## config.mk

```make
export PLATFORM = sky130hd
export DESIGN_NAME = road_ring_phase_tracker
export DESIGN_NICKNAME = d
export VERILOG_FILES = /design/src/rtl/rrpt_pkg.sv /design/src/rtl/rrpt_cfg.sv /design/src/rtl/rrpt_core.sv /design/src/rtl/road_ring_phase_tracker.sv
export VERILOG_INCLUDE_DIRS = /design/src /design/src/rtl
export SDC_FILE = /design/constraint.sdc
export NUM_CORES = 1
export LEC_CHECK = 0
export ABC_AREA = 1
export BUFFER_PORTS_ARGS = -buffer_cell sky130_fd_sc_hd__buf_2
export CAP_MARGIN = 20
export CORE_UTILIZATION = 49
export CTS_CLUSTER_DIAMETER = 100
export DETAILED_ROUTE_END_ITERATION = 16
export MAX_ROUTING_LAYER = met4
export PLACE_DENSITY = 0.73
export SLEW_MARGIN = 20
export SYNTH_ARGS = -nofsm -noshare
export SYNTH_HDL_FRONTEND = slang
export SYNTH_SLANG_ARGS = --single-unit
```

## constraint.sdc

```tcl
create_clock -name clk -period 4.8 [get_ports clk]
set_input_delay 0.72 -clock clk [delete_from_list [all_inputs] [get_ports clk]]
set_output_delay 0.72 -clock clk [all_outputs]
set_load 0.03 [all_outputs]
```

## src/rtl/road_ring_phase_tracker_macros.svh

```systemverilog
// Assertion macros shared by the ring phase tracker RTL.
`ifndef ROAD_RING_PHASE_TRACKER_MACROS_SVH
`define ROAD_RING_PHASE_TRACKER_MACROS_SVH

`ifndef ASSERT_OFF

// Same-cycle implication, checked out of reset.
`define RRPT_ASSERT_IMP(lbl, clk, rst_n, ante, cons) \
    lbl: assert property (@(posedge clk) disable iff (!rst_n) (ante) |-> (cons)) \
        else $error("assertion failed");

// Next-cycle implication, checked out of reset.
`define RRPT_ASSERT_NXT(lbl, clk, rst_n, ante, cons) \
    lbl: assert property (@(posedge clk) disable iff (!rst_n) (ante) |=> (cons)) \
        else $error("assertion failed");

`else

`define RRPT_ASSERT_IMP(lbl, clk, rst_n, ante, cons)
`define RRPT_ASSERT_NXT(lbl, clk, rst_n, ante, cons)

`endif

`endif

```

## src/rtl/rrpt_pkg.sv

```systemverilog
// Shared types and codes for the ring phase tracker.
`default_nettype none

package rrpt_pkg;

    // Phase codes
    localparam logic [2:0] PH_NOT_FOUND  = 3'd0;
    localparam logic [2:0] PH_DISCOVERED = 3'd1;
    localparam logic [2:0] PH_PREP_ENTER = 3'd2;
    localparam logic [2:0] PH_PREP_EXIT  = 3'd3;
    localparam logic [2:0] PH_ABOUT_EXIT = 3'd4;
    localparam logic [2:0] PH_EXITING    = 3'd5;

    // Ring side codes
    localparam logic [1:0] KIND_NONE  = 2'd0;
    localparam logic [1:0] KIND_LEFT  = 2'd1;
    localparam logic [1:0] KIND_RIGHT = 2'd2;

    // Configuration defaults
    localparam int         COUNT_BITS_DEF = 8;
    localparam logic [7:0] CONFIRM_RESET  = 8'd20;

    // Register map: paddr[2] selects the register word
    localparam int         ADDR_BITS   = 3;
    localparam logic       REG_CONFIRM = 1'b0;

    // Endpoint count that marks a two-way split
    localparam logic [7:0] DUAL_MIN = 8'd2;

    typedef struct packed {
        logic       ring_seen;
        logic       ring_on_left;
        logic [7:0] branch_total;
        logic [7:0] endpoint_total;
    } item_t;

    typedef struct packed {
        logic [2:0] phase;
        logic [1:0] ring_kind;
        logic       phase_changed;
    } result_t;

endpackage

`default_nettype wire

```

## src/rtl/rrpt_cfg.sv

```systemverilog
// APB register block holding the confirm threshold.
`default_nettype none

module rrpt_cfg (
    input  wire logic                          clk,
    input  wire logic                          rst_n,
    input  wire logic                          psel,
    input  wire logic                          penable,
    input  wire logic                          pwrite,
    input  wire logic [rrpt_pkg::ADDR_BITS-1:0] paddr,
    input  wire logic [31:0]                   pwdata,
    output logic      [31:0]                   prdata,
    output logic                               pready,
    output logic      [7:0]                    confirm_frames
);
    import rrpt_pkg::*;

    logic [7:0] confirm_reg;
    logic       wr_hit;

    assign pready = 1'b1;
    assign wr_hit = psel && penable && pwrite && (paddr[2] == REG_CONFIRM);

    // Threshold register
    always_ff @(posedge clk or negedge rst_n)
    begin
        if (!rst_n)
        begin
            confirm_reg <= CONFIRM_RESET;
        end
        else if (wr_hit)
        begin
            confirm_reg <= pwdata[7:0];
        end
    end

    // Read mux; unused low address bits are ignored
    always_comb
    begin
        prdata = 32'd0;
        if (paddr[2] == REG_CONFIRM)
        begin
            prdata = {24'd0, confirm_reg};
        end
    end

    assign confirm_frames = confirm_reg;

endmodule

`default_nettype wire

```

## src/rtl/rrpt_core.sv

```systemverilog
// Phase state machine with debounce run counters.
`default_nettype none
`include "road_ring_phase_tracker_macros.svh"

module rrpt_core #(
    parameter int COUNT_BITS = rrpt_pkg::COUNT_BITS_DEF
) (
    input  wire logic            clk,
    input  wire logic            rst_n,
    input  wire logic            step_en,
    input  wire rrpt_pkg::item_t item,
    input  wire logic [7:0]      confirm_frames,
    output rrpt_pkg::result_t    result
);
    import rrpt_pkg::*;

    localparam int CMP_W = (COUNT_BITS > 8) ? COUNT_BITS : 8;
    localparam logic [COUNT_BITS-1:0] CNT_MAX = {COUNT_BITS{1'b1}};
    localparam logic [COUNT_BITS-1:0] CNT_ZERO = {COUNT_BITS{1'b0}};

    function automatic logic [COUNT_BITS-1:0] bump(input logic [COUNT_BITS-1:0] c);
        return (c == CNT_MAX) ? c : COUNT_BITS'(c + 1'b1);
    endfunction

    logic [2:0]            phase_reg, phase_next;
    logic [1:0]            kind_reg, kind_next;
    logic [COUNT_BITS-1:0] seen_run_reg, seen_run_next;
    logic [COUNT_BITS-1:0] gone_run_reg, gone_run_next;
    logic [COUNT_BITS-1:0] single_run_reg, single_run_next;
    logic [COUNT_BITS-1:0] dual_run_reg, dual_run_next;

    logic [COUNT_BITS-1:0] seen_inc, gone_inc, single_inc, dual_inc;
    logic                  seen_hit, gone_hit, single_hit, dual_hit;
    logic [CMP_W-1:0]      thr_ext;
    logic [1:0]            side;
    logic                  is_single;
    logic                  ep_dual;

    // Incremented runs and threshold compares (zero threshold acts as one)
    assign seen_inc   = bump(seen_run_reg);
    assign gone_inc   = bump(gone_run_reg);
    assign single_inc = bump(single_run_reg);
    assign dual_inc   = bump(dual_run_reg);
    assign thr_ext    = CMP_W'(confirm_frames);
    assign seen_hit   = CMP_W'(seen_inc) >= thr_ext;
    assign gone_hit   = CMP_W'(gone_inc) >= thr_ext;
    assign single_hit = CMP_W'(single_inc) >= thr_ext;
    assign dual_hit   = CMP_W'(dual_inc) >= thr_ext;

    assign side      = item.ring_on_left ? KIND_LEFT : KIND_RIGHT;
    assign is_single = (item.branch_total == 8'd1) && (item.endpoint_total == 8'd1);
    assign ep_dual   = item.endpoint_total >= DUAL_MIN;

    // Next-state logic per phase
    always_comb
    begin
        phase_next      = phase_reg;
        kind_next       = kind_reg;
        seen_run_next   = seen_run_reg;
        gone_run_next   = gone_run_reg;
        single_run_next = single_run_reg;
        dual_run_next   = dual_run_reg;
        unique case (phase_reg)
            PH_NOT_FOUND:
            begin
                if (item.ring_seen)
                begin
                    gone_run_next = CNT_ZERO;
                    if (seen_hit)
                    begin
                        phase_next    = PH_DISCOVERED;
                        kind_next     = side;
                        seen_run_next = CNT_ZERO;
                    end
                    else
                    begin
                        seen_run_next = seen_inc;
                    end
                end
                else
                begin
                    seen_run_next = CNT_ZERO;
                end
            end
            PH_DISCOVERED:
            begin
                if (!item.ring_seen)
                begin
                    seen_run_next = CNT_ZERO;
                    if (gone_hit)
                    begin
                        phase_next    = PH_PREP_ENTER;
                        gone_run_next = CNT_ZERO;
                    end
                    else
                    begin
                        gone_run_next = gone_inc;
                    end
                end
                else
                begin
                    gone_run_next = CNT_ZERO;
                    kind_next     = side;
                end
            end
            PH_PREP_ENTER, PH_ABOUT_EXIT:
            begin
                if (is_single)
                begin
                    dual_run_next = CNT_ZERO;
                    if (single_hit)
                    begin
                        single_run_next = CNT_ZERO;
                        if (phase_reg == PH_PREP_ENTER)
                        begin
                            phase_next = PH_PREP_EXIT;
                        end
                        else
                        begin
                            phase_next = PH_EXITING;
                            kind_next  = KIND_NONE;
                        end
                    end
                    else
                    begin
                        single_run_next = single_inc;
                    end
                end
                else
                begin
                    single_run_next = CNT_ZERO;
                end
            end
            PH_PREP_EXIT:
            begin
                if (ep_dual)
                begin
                    single_run_next = CNT_ZERO;
                    if (dual_hit)
                    begin
                        phase_next    = PH_ABOUT_EXIT;
                        dual_run_next = CNT_ZERO;
                    end
                    else
                    begin
                        dual_run_next = dual_inc;
                    end
                end
                else
                begin
                    dual_run_next = CNT_ZERO;
                end
            end
            PH_EXITING:
            begin
                if (ep_dual)
                begin
                    dual_run_next = CNT_ZERO;
                    if (single_hit)
                    begin
                        phase_next      = PH_NOT_FOUND;
                        kind_next       = KIND_NONE;
                        single_run_next = CNT_ZERO;
                    end
                    else
                    begin
                        single_run_next = single_inc;
                    end
                end
                else
                begin
                    single_run_next = CNT_ZERO;
                end
            end
            default:
            begin
                // unreachable codes hold everything
            end
        endcase
    end

    // State registers, updated once per frame
    always_ff @(posedge clk or negedge rst_n)
    begin
        if (!rst_n)
        begin
            phase_reg      <= PH_NOT_FOUND;
            kind_reg       <= KIND_NONE;
            seen_run_reg   <= CNT_ZERO;
            gone_run_reg   <= CNT_ZERO;
            single_run_reg <= CNT_ZERO;
            dual_run_reg   <= CNT_ZERO;
        end
        else if (step_en)
        begin
            phase_reg      <= phase_next;
            kind_reg       <= kind_next;
            seen_run_reg   <= seen_run_next;
            gone_run_reg   <= gone_run_next;
            single_run_reg <= single_run_next;
            dual_run_reg   <= dual_run_next;
        end
    end

    assign result.phase         = phase_next;
    assign result.ring_kind     = kind_next;
    assign result.phase_changed = (phase_next != phase_reg);

    // Side is cleared outside the ring and set to left or right inside it
    `RRPT_ASSERT_IMP(a_kind_none_outside, clk, rst_n,
        (phase_reg == PH_NOT_FOUND) || (phase_reg == PH_EXITING), kind_reg == KIND_NONE)
    `RRPT_ASSERT_IMP(a_kind_set_inside, clk, rst_n,
        (phase_reg != PH_NOT_FOUND) && (phase_reg != PH_EXITING),
        (kind_reg == KIND_LEFT) || (kind_reg == KIND_RIGHT))
    `RRPT_ASSERT_IMP(a_phase_legal, clk, rst_n, 1'b1, phase_reg <= PH_EXITING)

endmodule

`default_nettype wire

```

## src/rtl/road_ring_phase_tracker.sv

```systemverilog
// Top level of the debounced ring phase tracker.
// Usage:
//   Input channel: one word per video frame (ring_seen, ring_on_left,
//   branch_total, endpoint_total), taken when in_valid is high and in_stall
//   is low. Output channel: one word per input word (phase, ring_kind,
//   phase_changed), taken when out_valid is high and out_stall is low.
//   A taken input word passes the input register, then the result register,
//   and moves on only when the result register is free. Throughput:
//   one word per cycle while the receiver does not stall; the phase update
//   is a single pass of compare-and-select logic between the input register
//   and the result register.
//   The user must write the confirm_frames threshold over the APB port while
//   idle; the block does not enforce it. Reset puts the phase at not found,
//   the side at none, clears all run counters, loads confirm_frames with 20.
//   When the receiver stalls, the result register holds its word and one
//   more word waits in the input register; in_stall then rises until the
//   result is taken.
`default_nettype none
`include "road_ring_phase_tracker_macros.svh"

module road_ring_phase_tracker #(
    parameter int COUNT_BITS = rrpt_pkg::COUNT_BITS_DEF
) (
    input  wire logic                           clk,
    input  wire logic                           rst_n,
    // input channel
    input  wire logic                           in_valid,
    output logic                                in_stall,
    input  wire logic                           ring_seen,
    input  wire logic                           ring_on_left,
    input  wire logic [7:0]                     branch_total,
    input  wire logic [7:0]                     endpoint_total,
    // output channel
    output logic                                out_valid,
    input  wire logic                           out_stall,
    output logic      [2:0]                     phase,
    output logic      [1:0]                     ring_kind,
    output logic                                phase_changed,
    // configuration port
    input  wire logic                           psel,
    input  wire logic                           penable,
    input  wire logic                           pwrite,
    input  wire logic [rrpt_pkg::ADDR_BITS-1:0] paddr,
    input  wire logic [31:0]                    pwdata,
    output logic      [31:0]                    prdata,
    output logic                                pready
);
    import rrpt_pkg::*;

    logic       in_valid_reg;
    item_t      item_reg;
    logic       out_valid_reg;
    result_t    result_reg;
    result_t    result_c;
    logic [7:0] confirm_frames;
    logic       out_free;
    logic       step_move;
    logic       in_take;

    // Handshake: the result register frees when empty or being taken
    assign out_free  = !out_valid_reg || !out_stall;
    assign step_move = in_valid_reg && out_free;
    assign in_stall  = in_valid_reg && !out_free;
    assign in_take   = in_valid && !in_stall;

    // Input register
    always_ff @(posedge clk or negedge rst_n)
    begin
        if (!rst_n)
        begin
            in_valid_reg <= 1'b0;
        end
        else if (in_take)
        begin
            in_valid_reg <= 1'b1;
        end
        else if (step_move)
        begin
            in_valid_reg <= 1'b0;
        end
    end

    always_ff @(posedge clk)
    begin
        if (in_take)
        begin
            item_reg <= '{ring_seen, ring_on_left, branch_total, endpoint_total};
        end
    end

    rrpt_cfg u_cfg (
        .clk            (clk),
        .rst_n          (rst_n),
        .psel           (psel),
        .penable        (penable),
        .pwrite         (pwrite),
        .paddr          (paddr),
        .pwdata         (pwdata),
        .prdata         (prdata),
        .pready         (pready),
        .confirm_frames (confirm_frames)
    );

    rrpt_core #(
        .COUNT_BITS (COUNT_BITS)
    ) u_core (
        .clk            (clk),
        .rst_n          (rst_n),
        .step_en        (step_move),
        .item           (item_reg),
        .confirm_frames (confirm_frames),
        .result         (result_c)
    );

    // Result register
    always_ff @(posedge clk or negedge rst_n)
    begin
        if (!rst_n)
        begin
            out_valid_reg <= 1'b0;
        end
        else if (step_move)
        begin
            out_valid_reg <= 1'b1;
        end
        else if (!out_stall)
        begin
            out_valid_reg <= 1'b0;
        end
    end

    always_ff @(posedge clk)
    begin
        if (step_move)
        begin
            result_reg <= result_c;
        end
    end

    assign out_valid     = out_valid_reg;
    assign phase         = result_reg.phase;
    assign ring_kind     = result_reg.ring_kind;
    assign phase_changed = result_reg.phase_changed;

    // A processed word always lands in the result register
    `RRPT_ASSERT_NXT(a_step_lands, clk, rst_n, step_move, out_valid_reg)
    // A taken result with nothing behind it empties the register
    `RRPT_ASSERT_NXT(a_drain, clk, rst_n,
        out_valid_reg && !out_stall && !step_move, !out_valid_reg)
    // Input stalls only with both registers full and the receiver holding off
    `RRPT_ASSERT_IMP(a_stall_only_full, clk, rst_n,
        in_stall, in_valid_reg && out_valid_reg && out_stall)

endmodule

`default_nettype wire

```

**Yosys cells after proc, flatten, opt, wreduce, memory -nomap -nowiden**

Cells that the tools add are included.
W data, S select, Z words.

- Flip-flop bits (word level): 71
- Latch bits: 0
- Input bits: 60
- Memory bits (read-only): 0
- Output and inout bits: 41
- Memories: 0
- RAM bits: 0

- Muxes and demuxes: 48
- Multiply operators: 0
- Shift operators: 0
- Bitwise operators: 1
- Div/mod/pow operators: 0
- $lt $le $gt $ge: 5
- Reduce and logical (&&, ||, !) cells: 21
- Add/subtract/negate cells: 4
- Eq/ne operators: 18

Operators by type and width:

| kind | count |
|---|---|
| $mux W8 | 18 |
| $pmux W8 S3 | 2 |
| $mux W3 | 11 |
| $add A8 B1 Y8 const B | 4 |
| $eq A8 B8 Y1 const B | 4 |
| $ge A8 B8 Y1 | 4 |
| $pmux W8 S2 | 2 |
| $mux W2 | 9 |
| $eq A8 B1 Y1 const B | 2 |
| $pmux W3 S5 | 1 |
| $reduce_and A3 Y1 | 3 |
| $ge A8 B2 Y1 const B | 1 |
| $ne A2 B1 Y1 const B | 4 |
| $pmux W2 S4 | 1 |
| $logic_and A1 B1 Y1 | 7 |
| $eq A3 B2 Y1 const B | 2 |
| $eq A3 B3 Y1 const B | 2 |
| $logic_not A1 Y1 | 4 |
| $mux W1 | 4 |
| $ne A2 B2 Y1 const B | 2 |
| $reduce_and A4 Y1 | 1 |
| $reduce_bool A2 Y1 | 2 |
| $eq A3 B1 Y1 const B | 1 |
| $logic_not A3 Y1 | 1 |
| 5 further kinds | 5 |

**Longest topological paths before layout**

- Word-level depth: 7
- Mapped depth: 23
- Mapped depth without buffers: 23

**Cells and area by module**

From an unflattened synthesis, not the netlist that was laid out.

- Cells, all modules: 599
- Area, all modules: 4759.6 µm²

By module, submodules not included:

| module | instances | area each (µm²) | sequential area each (µm²) | cells an instance |
|---|---|---|---|---|
| rrpt_core | 1 | 3331.9 | 925.9 | 482 |
| road_ring_phase_tracker | 1 | 815.8 | 770.7 | 36 |
| rrpt_cfg | 1 | 611.8 | 202.7 | 81 |

**Worst setup path before layout**

OpenSTA, ideal clock, no wires.

- Kind: register to register
- Start point: register u_core.single_run_reg[0]
- End point: register result_reg (netlist bit phase_changed) (data pin)
- Data required time: 4.547 ns
- Path buffers: 0
- Data arrival time: 2.450 ns
- Stages on the path, launching flop included: 22
- Period minus slack after synthesis: 2.703 ns
- Setup slack: 2.097 ns
- Path through: dfrtp_1 ha_1 nand4_1 nor2_1 nand2_1 inv_1 or2_2 o21ai_0 inv_1 ha_1 nand2_1 nand3_1 nand2_1 nand2_1 nand2_1 nand2_1 nand2_1 nand2_1 a21oi_1 nand3_1 nand2_1 nand2_1

RTL lines:

| item | RTL line | text |
|---|---|---|
| start: declaration | rrpt_core.sv:29 | `logic [COUNT_BITS-1:0] single_run_reg, single_run_next;` |
| start signal: assignment | rrpt_core.sv:200 | `single_run_reg <= single_run_next;` |
| end signal: assignment | road_ring_phase_tracker.sv:136 | `result_reg <= result_c;` |
| end: declaration | road_ring_phase_tracker.sv:53 | `result_t result_reg;` |

**Worst setup path in the final report**

- Start point: register u_core.seen_run_reg[0]
- End point: register u_core.seen_run_reg[1]

- Longest elaborated chain between the ends: 6
- Elaborated cells between the ends (all ways): 7
- Classes of those cells: add/sub: 1; order compare: 1; eq/ne: 1; mux: 4

RTL lines:

| item | RTL line | text |
|---|---|---|
| start: declaration | rrpt_core.sv:27 | `logic [COUNT_BITS-1:0] seen_run_reg, seen_run_next;` |
| start signal: assignment | rrpt_core.sv:198 | `seen_run_reg <= seen_run_next;` |
| $add A8 B1 Y8 or $eq A8 B8 Y1 (tied branches) | rrpt_core.sv:22 | `return (c == CNT_MAX) ? c : COUNT_BITS'(c + 1'b1);` |
| $mux W8 * | rrpt_core.sv:22 |  |
| $ge A8 B8 Y1 | rrpt_core.sv:45 | `assign seen_hit = CMP_W'(seen_inc) >= thr_ext;` |
| $mux W8 * | rrpt_core.sv:69 | `if (seen_hit)` |
| $mux W8 * | rrpt_core.sv:66 | `if (item.ring_seen)` |
| $pmux W8 S2 * | rrpt_core.sv:63 | `unique case (phase_reg)` |

Mark *: on every way between the ends. The rest lies on a longest branch, timed or not.
A chain may end at the register's enable or synchronous reset.

==> reports/results.tsv <==
stage	metric	value	unit
outcome	outcome	completed	
synthesis	synth_simple_gate_area_share	25.5	%
setup_path	reg2regPathDepth	16	
setup_path	r2r_start	u_core.seen_run_reg[0]	
floorplan	die_w	100	um
sta	tightest_slew	0.619	ns
setup_path	path_cells	ha_1 -> nand2_1 -> inv_1 -> nand4_1 -> nor2_1 -> nand2_1 -> nand2_1 -> xor2_1 -> inv_1 -> ha_1 -> nand2_1 -> a21oi_1 -> nor2_1 -> nand3_1 -> nand3b_1 -> o22ai_1	
run	maxCapViolations	0	
clock_network	htree_levels	3	
floorplan	initial_core_util	51.0	%
setup_path	crit_top_cell	nand2_1	
global_route	track_usage	21.4	%
setup_path	slowest_stage	dfrtp_1	
finish	syn2layout_area_growth	10.8	%
setup_path	arrival	3.38	ns
global_route	grt_pass1_wl	16500	um
clock_network	cts_root_buf	clkbuf_8	
sta	skew	0.0122	ns
floorplan	pin_count	101	
synthesis	ys_warn_count	0	
setup_path	max_stage_delay	0.42	ns
placement	dp_hpwl	7250	um
finish	num_antenna_cells	0	
synthesis	synth_edf_count	24	
synthesis	syn_area	0.00473	sq mm
setup_path	endpoint_kind	register	
placement	placed_cell_area	0.00502	sq mm
floorplan	die-area	0.0101	sq mm
synthesis	synth_top_family_by_area	simple AND/OR/NAND/NOR gates	
floorplan	dieHeight	100	um
setup_path	r2r-end	u_core.seen_run_reg[1]	
placement	dp_slack	1.70	ns
drt	routed_wirelength	9550	um
finish	layout.nets	743	
synthesis	synth_compound_area_share	9.12	%
clock_network	insertion_delay	0.35	ns
global_route	grt_pass1_vias	3755	
clock_network	post-cts-setup-buffers	0	
drt	ant_nets	0	
finish	largest_reg_flops	18	
clock_network	cts.sinks	71	
clock_network	clk_pin_slew	0.08	ns
synthesis	synth_seq_cells	71	
setup_path	crit_fanout	8	
sta	finalCriticalPeriod	3.12	ns
clock_network	cts_max_path_buffers	2	
sta	setup_ws	1.68	ns
placement	finalWeightedCongestion	0.907	
synthesis	syn_avg_cell_area	7.98	sq um
setup_path	endpoint	u_core.seen_run_reg[1]	
drt	post-route-drc-count	0	
synthesis	ys_seq_area_share	40.1	%
finish	final_util	56.5	%
sta	finalHoldViolations	0	
placement	io_buffers	49	
drt	drt-pass1-iter-count	5	
global_route	grt_max_degree	48	
drt	wl_per_cell	12.2	um
synthesis	synth_ff_type	dfrtp_1	
drt	vias	3884	
clock_network	numCtsBuffers	9	
power	p_per_area	303	mW/mm^2
setup_path	path_class	reg2reg	
setup_path	r2r_slack	1.68	ns
synthesis	synthAdderAreaFrac	9.52	%
sta	max_freq	0.320	GHz
drt	first_iter_violations	183	
finish	fin_area	0.00524	sq mm
sta	post-route-period-util	65.1	%
global_route	antenna_found_initial	0	
synthesis	synth_xor_area_share	3.33	%
setup_path	worstSetupStartpointType	register	
synthesis	yosys-mux-area-fraction	0	%
setup_path	crit_required	5.06	ns
sta	drv_slew	0	
power	peakVddDrop	197	uV
min_path	worst_hold_path_type	in2async	
sta	relSlewSlack	58.7	%
synthesis	ys_async_sr_fraction	66.2	%
power	leakage	2.86	nW
sta	rsz0062_at_grt	no	
finish	final_layout_size_suffix_gt1_share	15.0	%
power	p_total	1.59	mW
setup_path	startpoint	u_core.seen_run_reg[0]	
clock_network	hold_buffers	0	
floorplan	coreArea	0.00928	sq mm
clock_network	cts_resized	0	
sta	setup_tns	0	ns
clock_network	cts_tree	yes	
synthesis	netlist-cell-type-count	38	
synthesis	netlist_instances	593	
drt	avgViaCountPerCell	4.97	
sta	setup_viol	0	
floorplan	core.rowCount	35	
global_route	overflow	0	
==> layout make-up <==
cell class | instances | area (sq um)
multi-input combinational | 417 | 2340
tap | 129 | 161
clock inverter | 7 | 96.3
fill | 872 | 4040
timing repair buffer | 49 | 248
sequential | 71 | 1900
inverter | 99 | 372
clock buffer | 9 | 124
==> cell usage after synthesis, types with 2 or more instances <==
cell / n / share of area (%)
nor2_2: 3 / 0.40
xor2_1: 18 / 3.3
inv_2: 5 / 0.40
or2_2: 4 / 0.53
edfxtp_1: 24 / 15
nand2_2: 4 / 0.53
inv_1: 94 / 7.5
buf_4: 25 / 4.0
o21a_1: 2 / 0.32
nand3b_1: 2 / 0.32
nor3_1: 8 / 0.85
nand2_1: 131 / 10
a21o_1: 2 / 0.32
nor4_4: 2 / 0.90
o21ai_2: 5 / 0.93
nand3_2: 2 / 0.42
dfrtp_1: 45 / 24
conb_1: 2 / 0.16
o22ai_1: 15 / 2.0
a21oi_1: 26 / 2.8
nor2_1: 58 / 4.6
ha_1: 36 / 9.5
a211oi_1: 2 / 0.32
nor4_1: 3 / 0.40
dfstp_2: 2 / 1.1
and3_1: 3 / 0.40
nor2_4: 2 / 0.48
clkbuf_1: 2 / 0.16
nand3_1: 26 / 2.8
o21ai_0: 22 / 2.3
nand4_1: 11 / 1.5
==> how the worst min path moves through the flow <==
stage | startpoint | endpoint | slack (ns) | depth (start not counted)
after floorplan | rst_n | in_valid_reg | 0.42 | 0
after global placement | out_valid | out_valid | 0.49 | 2
after detailed placement | out_valid | out_valid | 0.51 | 2
after CTS | out_valid | out_valid | 0.52 | 2
after global routing | rst_n | u_core.seen_run_reg[4] | 0.44 | 1
final | rst_n | u_core.seen_run_reg[3] | 0.38 | 1
==> per-layer routing <==
layer | vias to the layer above | global-route usage (%) | wire length, um
met2 | 90 | 37.3 | 4750
li1 | 1974 | - | -
met1 | 1808 | 25.5 | 4330
met3 | 12 | 2.99 | 339
met4 | 0 | 7.02 | 131
met5 | - | - | 0
==> cell usage in the layout, fill, tap and decap left out, types with 9 or more instances in the layout <==
master and instances:
a21oi_1 26, buf_2 48, clkbuf_8 9, conb_1 25
dfrtp_1 45, edfxtp_1 24, ha_1 36, inv_1 94
nand2_1 131, nand3_1 26, nand4_1 11, nor2_1 58
o21ai_0 22, o22ai_1 15, xor2_1 18
==> worst max-delay path, delay by kind of cell (launching register included) <==
kind / cells / cell delay (ns)
xor+xnor: 1 / 0.23
flops: 1 / 0.42
simple gates: 9 / 1.45
buf+inv: 2 / 0.14
fa+ha+maj: 2 / 0.49
compound gates: 2 / 0.30
==> through the flow <==
| step | hold WS (ns) | std cells |
|---|---|---|
| 2_1_floorplan | 0.424 | 616 |
| 3_3_place_gp | 0.486 | 765 |
| 3_5_place_dp | 0.508 | 765 |
| 4_1_cts | 0.525 | 781 |
| 5_1_grt | 0.437 | 781 |
| 6_report | 0.382 | 781 |
==> kinds of logic after synthesis <==
| logic type | count (synthesis) |
|---|---|
| flip-flops | 71 |
| AO/OA/AOI/OAI | 75 |
| AND/OR/NAND/NOR | 263 |
| buffers and inverters | 128 |
| adder cells (fa/ha/maj) | 36 |
| other | 2 |
| XOR/XNOR | 18 |
==> power by group <==
part           switching, mW  internal [mW]  total (mW)
clock                  0.234          0.293       0.528
combinational          0.241          0.110       0.351
sequential            0.0305          0.681       0.711
total                  0.506           1.08        1.59
Note: power is estimated with default switching activity, not from simulation.
